--- config.mk ---
export PLATFORM = sky130hd
export DESIGN_NAME = decimal_money_to_pennies_parser
export DESIGN_NICKNAME = d
export VERILOG_FILES = /design/src/design/dmp_pkg.sv /design/src/design/dmp_char_step.sv /design/src/design/dmp_finish.sv /design/src/design/decimal_money_to_pennies_parser.sv
export VERILOG_INCLUDE_DIRS = /design/src /design/src/design
export SDC_FILE = /design/constraint.sdc
export NUM_CORES = 1
export LEC_CHECK = 0
export ABC_AREA = 1
export BUFFER_PORTS_ARGS = -buffer_cell sky130_fd_sc_hd__buf_2
export CAP_MARGIN = 20
export CORE_AREA = 5 5 173 301
export DETAILED_ROUTE_END_ITERATION = 16
export DIE_AREA = 0 0 178 306
export HOLD_SLACK_MARGIN = 0.06
export PLACE_DENSITY = 0.83
export SLEW_MARGIN = 20
export SYNTH_ARGS = -nofsm -noshare
export SYNTH_HDL_FRONTEND = slang
export SYNTH_SLANG_ARGS = --single-unit
--- constraint.sdc ---
create_clock -name clk_i -period 6.3 [get_ports clk_i]
set_input_delay 0.315 -clock clk_i [delete_from_list [all_inputs] [get_ports clk_i]]
set_output_delay 0.315 -clock clk_i [all_outputs]
set_load 0.05 [all_outputs]
--- src/design/decimal_money_to_pennies_parser_defines.svh ---
// Assertion helpers for the parser RTL.
`ifndef DECIMAL_MONEY_TO_PENNIES_PARSER_DEFINES_SVH
`define DECIMAL_MONEY_TO_PENNIES_PARSER_DEFINES_SVH

// The consequent must hold in the same cycle as the antecedent.
`define DMP_ASSERT_SAME(label, ante, cons) \
  label: assert property (@(posedge clk_i) disable iff (!rst_ni) (ante) |-> (cons)) \
    else $error("parser check failed in the same cycle");

// The consequent must hold in the cycle after the antecedent.
`define DMP_ASSERT_NEXT(label, ante, cons) \
  label: assert property (@(posedge clk_i) disable iff (!rst_ni) (ante) |=> (cons)) \
    else $error("parser check failed in the next cycle");

`endif

--- src/design/dmp_pkg.sv ---
`default_nettype none

package dmp_pkg;

  localparam int MagBits    = 47;
  localparam int FracDigits = 2;
  localparam int PenniesW   = 48;
  localparam int FracCntW   = $clog2(FracDigits + 1);
  localparam int PushW      = MagBits + 4;
  localparam int ScaleW     = 10;
  localparam int ScaledW    = MagBits + ScaleW;
  localparam int ExtW       = (MagBits >= PenniesW) ? MagBits : PenniesW;

  localparam logic [MagBits-1:0] MagLimit = {MagBits{1'b1}};

  localparam logic [7:0] CharMinus = 8'h2D;
  localparam logic [7:0] CharPoint = 8'h2E;
  localparam logic [7:0] CharZero  = 8'h30;
  localparam logic [7:0] CharNine  = 8'h39;

  typedef enum logic [1:0] {
    PhaseSign = 2'd0,
    PhaseInt  = 2'd1,
    PhaseFrac = 2'd2
  } phase_e;

  typedef struct packed {
    logic [7:0] char_code;
    logic       ends_here;
    logic       flip_sign;
  } in_word_t;

  typedef struct packed {
    logic                       amount_valid;
    logic signed [PenniesW-1:0] pennies;
    logic                       overflowed;
  } out_word_t;

  typedef struct packed {
    phase_e                phase;
    logic                  saw_minus;
    logic                  saw_nonzero;
    logic [FracCntW-1:0]   frac_count;
    logic                  bad_text;
    logic [MagBits-1:0]    acc;
    logic                  ovf;
  } state_t;

  localparam state_t StateReset = '{
    phase:       PhaseSign,
    saw_minus:   1'b0,
    saw_nonzero: 1'b0,
    frac_count:  '0,
    bad_text:    1'b0,
    acc:         '0,
    ovf:         1'b0
  };

  // Power of ten for up to three missing fraction digits.
  function automatic logic [ScaleW-1:0] pow10(input logic [FracCntW-1:0] k);
    logic [ScaleW-1:0] r;
    case (k)
      FracCntW'(0): r = ScaleW'(1);
      FracCntW'(1): r = ScaleW'(10);
      FracCntW'(2): r = ScaleW'(100);
      FracCntW'(3): r = ScaleW'(1000);
      default:      r = ScaleW'(1);
    endcase
    return r;
  endfunction

endpackage

`default_nettype wire

--- src/design/dmp_char_step.sv ---
`default_nettype none

module dmp_char_step (
  input  dmp_pkg::state_t cur_i,
  input  logic [7:0]      char_i,
  output dmp_pkg::state_t nxt_o
);
  import dmp_pkg::*;

  logic              is_digit;
  logic [3:0]        digit;
  logic [PushW-1:0]  pushed;
  logic              push_sat;
  logic [MagBits-1:0] push_acc;

  assign is_digit = (char_i >= CharZero) && (char_i <= CharNine);
  assign digit    = 4'(char_i - CharZero);

  // Times ten as two shifts, then the digit; saturate at the magnitude limit.
  assign pushed   = (PushW'(cur_i.acc) << 3) + (PushW'(cur_i.acc) << 1) + PushW'(digit);
  assign push_sat = pushed > PushW'(MagLimit);
  assign push_acc = push_sat ? MagLimit : pushed[MagBits-1:0];

  always_comb begin
    nxt_o = cur_i;
    if (!cur_i.bad_text) begin
      if (char_i == CharMinus) begin
        if (cur_i.phase == PhaseSign) begin
          nxt_o.saw_minus = 1'b1;
          nxt_o.phase     = PhaseInt;
        end else begin
          nxt_o.bad_text = 1'b1;
        end
      end else if (char_i == CharPoint) begin
        if (cur_i.phase != PhaseFrac) begin
          nxt_o.phase = PhaseFrac;
        end else begin
          nxt_o.bad_text = 1'b1;
        end
      end else if (is_digit) begin
        if (cur_i.phase != PhaseFrac) begin
          // A leading zero only moves on to the integer digits.
          if ((digit != 4'd0) || (cur_i.phase == PhaseInt)) begin
            nxt_o.acc = push_acc;
            nxt_o.ovf = cur_i.ovf | push_sat;
            if (digit != 4'd0) begin
              nxt_o.saw_nonzero = 1'b1;
            end
          end
          nxt_o.phase = PhaseInt;
        end else if (cur_i.frac_count < FracCntW'(FracDigits)) begin
          nxt_o.acc        = push_acc;
          nxt_o.ovf        = cur_i.ovf | push_sat;
          nxt_o.frac_count = cur_i.frac_count + FracCntW'(1);
          if (digit != 4'd0) begin
            nxt_o.saw_nonzero = 1'b1;
          end
        end
      end else begin
        nxt_o.bad_text = 1'b1;
      end
    end
  end

endmodule

`default_nettype wire

--- src/design/dmp_finish.sv ---
`default_nettype none

module dmp_finish (
  input  dmp_pkg::state_t    cur_i,
  input  logic               flip_i,
  output dmp_pkg::out_word_t res_o
);
  import dmp_pkg::*;

  logic                valid;
  logic [FracCntW-1:0] missing;
  logic [ScaledW-1:0]  scaled;
  logic                scale_sat;
  logic [MagBits-1:0]  mag;
  logic [ExtW-1:0]     ext;
  logic [ExtW-1:0]     signed_ext;

  assign valid = !cur_i.bad_text && cur_i.saw_nonzero;

  // Missing fraction digits are filled with zeros by a constant scale for each count.
  assign missing = FracCntW'(FracDigits) - cur_i.frac_count;

  always_comb begin
    case (missing)
      FracCntW'(0): scaled = ScaledW'(cur_i.acc);
      FracCntW'(1): scaled = ScaledW'(cur_i.acc) * ScaledW'(pow10(FracCntW'(1)));
      FracCntW'(2): scaled = ScaledW'(cur_i.acc) * ScaledW'(pow10(FracCntW'(2)));
      FracCntW'(3): scaled = ScaledW'(cur_i.acc) * ScaledW'(pow10(FracCntW'(3)));
      default:      scaled = ScaledW'(cur_i.acc);
    endcase
  end

  assign scale_sat = scaled > ScaledW'(MagLimit);
  assign mag       = scale_sat ? MagLimit : scaled[MagBits-1:0];

  assign ext        = ExtW'(mag);
  assign signed_ext = (flip_i != cur_i.saw_minus) ? (ExtW'(0) - ext) : ext;

  always_comb begin
    res_o.amount_valid = valid;
    res_o.pennies      = valid ? signed_ext[PenniesW-1:0] : '0;
    res_o.overflowed   = valid && (cur_i.ovf || scale_sat);
  end

endmodule

`default_nettype wire

--- src/design/decimal_money_to_pennies_parser.sv ---
// Channel | Direction | Handshake               | Word
// in      | input     | in_valid_i / in_ready_o   | dmp_pkg::in_word_t
// out     | output    | out_valid_o / out_ready_i | dmp_pkg::out_word_t
//
// Each word is held in the input register and parsed from there.
// A new word is taken every cycle unless an end word waits for a full result register.
// An end word goes from the input register into the result register once that register is free.
// Reset clears the parse state and both valid flags.
// Only an end word waits for a full result register; characters keep flowing.
`default_nettype none

`include "decimal_money_to_pennies_parser_defines.svh"

module decimal_money_to_pennies_parser (
  input  logic               clk_i,
  input  logic               rst_ni,
  input  logic               in_valid_i,
  output logic               in_ready_o,
  input  dmp_pkg::in_word_t  in_data_i,
  output logic               out_valid_o,
  input  logic               out_ready_i,
  output dmp_pkg::out_word_t out_data_o
);
  import dmp_pkg::*;

  in_word_t  in_q;
  logic      in_valid_q;
  state_t    state_q, state_d;
  out_word_t out_q;
  logic      out_valid_q;

  state_t    step_nxt;
  out_word_t fin_res;
  logic      out_free;
  logic      advance;
  logic      take_in;
  logic      load_out;

  dmp_char_step u_char_step (
    .cur_i  (state_q),
    .char_i (in_q.char_code),
    .nxt_o  (step_nxt)
  );

  dmp_finish u_finish (
    .cur_i  (state_q),
    .flip_i (in_q.flip_sign),
    .res_o  (fin_res)
  );

  assign out_free   = !out_valid_q || out_ready_i;
  assign advance    = in_valid_q && (!in_q.ends_here || out_free);
  assign in_ready_o = !in_valid_q || advance;
  assign take_in    = in_valid_i && in_ready_o;
  assign load_out   = advance && in_q.ends_here;

  always_comb begin
    state_d = state_q;
    if (advance) begin
      state_d = in_q.ends_here ? StateReset : step_nxt;
    end
  end

  always_ff @(posedge clk_i or negedge rst_ni) begin
    if (!rst_ni) begin
      in_valid_q  <= 1'b0;
      out_valid_q <= 1'b0;
      state_q     <= StateReset;
    end else begin
      state_q <= state_d;
      if (take_in) begin
        in_valid_q <= 1'b1;
      end else if (advance) begin
        in_valid_q <= 1'b0;
      end
      if (load_out) begin
        out_valid_q <= 1'b1;
      end else if (out_ready_i) begin
        out_valid_q <= 1'b0;
      end
    end
  end

  always_ff @(posedge clk_i) begin
    if (take_in) begin
      in_q <= in_data_i;
    end
    if (load_out) begin
      out_q <= fin_res;
    end
  end

  assign out_valid_o = out_valid_q;
  assign out_data_o  = out_q;

  `DMP_ASSERT_SAME(a_empty_is_zero, out_valid_q && !out_q.amount_valid,
                   (out_q.pennies == '0) && !out_q.overflowed)
  `DMP_ASSERT_NEXT(a_end_waits, in_valid_q && in_q.ends_here && out_valid_q && !out_ready_i,
                   in_valid_q && in_q.ends_here)
  `DMP_ASSERT_NEXT(a_char_no_result, advance && !in_q.ends_here && !out_valid_q,
                   !out_valid_q)
  `DMP_ASSERT_NEXT(a_bad_holds_acc, advance && !in_q.ends_here && state_q.bad_text,
                   $stable(state_q.acc) && state_q.bad_text)

endmodule

`default_nettype wire
==> out/metrics.cfg, run 1 <==
[place]
io_buffers=65
dp_hpwl_um=110000
place.gp.congestion=1.13
placed_area_um2=32700

[yosys]
synth_top_area_share_pct=16.4
synth_ff_type=edfxtp_1
ys_seq_area_share_pct=11.4
synth_enable_flop_cells=60
ys_warn_count=0
netlist_area_um2=28300
yosysTopAreaCell=nand2_1
async_flop_share_pct=48.7
synth_cells=4492
avgSynthCellArea_um2=6.29
synth-seq-cells=117
synthDistinctLibCells=58
syn_nets=5041
synthTopCellsByArea=nand2_1, fa_1, ha_1

[timing]
crit_endpoint=out_data_o[25]$_SDFFCE_PN0P_/D
endpoint_type=register input

[floorplanning]
chipWidth_um=178
die_y_um=306
rows=108
start_util_pct=57.3
io_pins=66

[outcome]
first-error=[ERROR GRT-0232] Routing congestion too high. Check the congestion heatmap in the GUI.
lastStage=global routing (5_1_grt)
outcome=stopped before the end

[grt]
track_usage_pct=55.6
grt_start_max_net_pins=62
grt-ovfl-total=7

[clock_network]
cts_made_buffers=17
htreeDepth=4
clock_sinks=117
clockBufferDepth=2
root_buffer=clkbuf_16

metrics by stage:
stage                     setup WS (ns)  util (%)  setup TNS [ns]  std cells
after CTS                       -0.0975      69.3          -0.849       5684
after detailed placement         -0.846      66.3          -26.00       5620
after floorplan                  0.0241         -               0       4492
after global placement           -0.750      66.3          -22.41       5620
cell usage after synthesis (all sizes together), types with 5 or more instances:
cell type and n:
a21oi 250, a22oi 5, a31oi 6, and2 5
buf 27, clkbuf 35, dfrtp 57, edfxtp 60
fa 223, ha 312, inv 1045, nand2 1251
nand3 225, nand3b 19, nand4 86, nor2 459
nor3 23, nor4 7, o21ai 246, o21bai 31
o22ai 14, or2 29, xnor2 8, xor2 37
metal layers:
metal | track usage, % | overflow
met5 | 2.08 | 0
met4 | 60.3 | 3
met3 | 24.5 | 0
met2 | 82.3 | 4
met1 | 54.3 | 0
logic make-up after synthesis:
group                    Yosys count  share of synthesized area (%)
AO/OA/AOI/OAI                    576                           10.9
AND/OR/NAND/NOR                 2111                           31.7
XOR/XNOR                          45                           1.39
flip-flops                       117                           11.4
buffers and inverters           1108                           15.0
adder cells (fa/ha/maj)          535                           29.6
repair_timing:
item,4_1_cts
resized for setup,155
gates cloned,1
setup endpoints to repair,44
pin swaps,48
setup buffers,20
hold buffers,11
hold endpoints to repair,19
==> inputs of run 2 (changes only) <==
--- a/config.mk
+++ b/config.mk
@@ -9,11 +9,10 @@
 export ABC_AREA = 1
 export BUFFER_PORTS_ARGS = -buffer_cell sky130_fd_sc_hd__buf_2
 export CAP_MARGIN = 20
-export CORE_AREA = 5 5 173 301
+export CORE_AREA = 5 5 272 274
 export DETAILED_ROUTE_END_ITERATION = 16
-export DIE_AREA = 0 0 178 306
-export HOLD_SLACK_MARGIN = 0.06
-export PLACE_DENSITY = 0.83
+export DIE_AREA = 0 0 277 279
+export PLACE_DENSITY_LB_ADDON = 0.15
 export SLEW_MARGIN = 20
 export SYNTH_ARGS = -nofsm -noshare
 export SYNTH_HDL_FRONTEND = slang
==> constraint.sdc (replaced) <==
create_clock -name clk_i -period 8.2 [get_ports clk_i]
set_input_delay 0.41 -clock clk_i [delete_from_list [all_inputs] [get_ports clk_i]]
set_output_delay 0.41 -clock clk_i [all_outputs]
set_load 0.05 [all_outputs]
==> run 2 against run 1 <==
The run now ends clean. Synthesized cell count unchanged. Synthesized area unchanged.
==> out/metrics.cfg, run 2 <==
[outcome]
outcome=finished, final reports clean

[yosys]
synth_top_area_share_pct=16.4  ; unchanged
ys_warn_count=0  ; unchanged
yosysTopAreaCell=nand2_1
synth.most_common_cell=nand2_1
avgSynthCellArea_um2=6.29  ; unchanged
synthTopCellsByArea=nand2_1, fa_1, ha_1
syn_nets=5041  ; unchanged
synthDistinctLibCells=58  ; unchanged
synth_enable_flop_cells=60  ; unchanged
ys_top_cells_by_count=nand2_1, inv_1, nor2_1
synth_cells=4492  ; unchanged
async_flop_share_pct=48.7  ; unchanged
synth-seq-cells=117  ; unchanged
ys_seq_area_share_pct=11.4  ; unchanged
synth_ff_type=edfxtp_1
netlist_area_um2=28300  ; unchanged

[layout]
layout-drive-gt1-share_pct=5.62
num_antenna_cells=0
final_cell_mix=nand2_1, inv_1, nor2_1
largest_reg_flops=55
top_register=state_q
syn_to_final_growth_pct=7.35
mostFrequentLayoutCell=nand2_1
nNetsFinal=5094
fin_util_pct=42.7
stdcell_count=5508

[setup_path]
slowest_stage=fa_1
arrival_ns=7.74
worst-path-max-fanout=13
crit_type=flip-flop to flip-flop
cpPeakStageDelay_ns=0.59
crit_required_ns=8.41
end_kind=flip-flop
start_kind=flip-flop

[place]
io_buffers=65  ; unchanged
place.gp.congestion=1.05  ; -7.4%
dp_hpwl_um=101000  ; -7.8%
placedCellCount=5475  ; -2.6%

[detailed_routing]
drc_errors=0
wirelength_um=117000
via_per_inst=5.23
ant_nets=0
first_pass_iters=8
drt_iter0_drc=3371
wl_per_cell_um=21.2
vias=28800

[floorplanning]
io_pins=66  ; unchanged
chipWidth_um=277  ; +56%
die_area_um2=77300
rows=98  ; -9.3%
start_util_pct=39.8  ; -18 points
die_y_um=279  ; -8.8%
core_um2=71100

[clock_network]
cts.clk_slew.worst_paths_ns=0.07
htreeDepth=4  ; unchanged
cts_made_buffers=17  ; unchanged
root_buffer=clkbuf_16
clock_sinks=117  ; unchanged
clk_latency_ns=0.46
postCtsSetupRepairBufs=0  ; -100%
clockBufferDepth=2  ; unchanged
cts_tree=built
cts.repair.resized=0  ; -100%
cts_hold_buf=1  ; -10

[grt]
grt_pass1_vias=27000
antenna_found_initial=0
grt-ovfl-total=0
grt_first_pass_wirelength_um=172000
track_usage_pct=29.4
grt_start_max_net_pins=57

[min_path]
hp-class=input port to flip-flop

[job]
cap_violations=0

[timing]
finClkSkew_ns=0.0173
maxSlewHeadroom_pct=43.1
post-route-min-period_ns=7.53
rsz0062_at_grt=no
worstMarginPinSlew_ns=0.844
finalSetupViolations=0
timing.hold.ws_ns=0.136
tns_ns=0
max_freq_mhz=133
slew_violations=0
period_share_pct=91.8
finalHoldViolCount=0

==> run 2: cell counts after synthesis <==
No cell type changed its count.
==> run 2: layer usage <==
layer	part of all wire, %	global-route usage, %	wire [µm]	up-vias
li1	-	-	-	14000
met1	45	41.2	52300	13500
met2	44	46.6	51200	1115
met3	7.5	4.74	8730	142
met4	3.8	9.59	4470	0
met5	0	0	0	-
==> run 2: worst paths after layout <==
check / from / end / slack, ns / cells after the start
hold reg to reg: state_q[0] / state_q[0] / 0.50 / 2
min in group asynchronous: rst_ni / state_q[3] / 0.30 / 2
max in group asynchronous: rst_ni / state_q[51] / 6.84 / 3
hold / removal: in_data_i[9] / in_q[9] / 0.14 / 1
setup / recovery: state_q[36] / out_data_o[29] / 0.67 / 33
setup reg to reg: state_q[36] / out_data_o[29] / 0.67 / 33
==> run 2: layout make-up <==
| class | instances | area, µm² |
|---|---|---|
| clock buffer | 17 | 425 |
| clock inverter | 15 | 194 |
| fill | 7924 | 40800 |
| sequential | 117 | 3230 |
| tap | 950 | 1190 |
| inverter | 1046 | 3930 |
| timing repair buffer | 96 | 561 |
| multi-input combinational | 3267 | 20800 |
==> run 2: kinds of logic (layout without fill, tap and decap cells) <==
kind of cell,count (synthesis),after routing,synth area share (%)
flip-flops,117,117,11.4
AND/OR/NAND/NOR,2111,2111,31.7
AO/OA/AOI/OAI,576,576,10.9
buffers and inverters,1108,1174,15.0
XOR/XNOR,45,45,1.39
adder cells (fa/ha/maj),535,535,29.6
==> run 2: worst max-delay path: cells and delay by family (launching register included) <==
family                   cells  cell delay (ns)
buffers and inverters        6             0.56
AO/OA/AOI/OAI                1             0.26
AND/OR/NAND/NOR             20             3.18
flip-flops                   1             0.56
adder cells (fa/ha/maj)      6             2.68
==> run 2: metrics by stage <==
stage / setup WS [ns] / area (µm²)
2_1_floorplan: 1.80 / 28300
3_3_place_gp: 0.780 / 29700
3_5_place_dp: 0.776 / 29700
4_1_cts: 0.748 / 30400
5_1_grt: 0.151 / 30400
6_report: 0.672 / 30400
Power of run 2 is not shown: default switching activity piles up to over one toggle a cycle in this logic, so the estimate is an artifact.
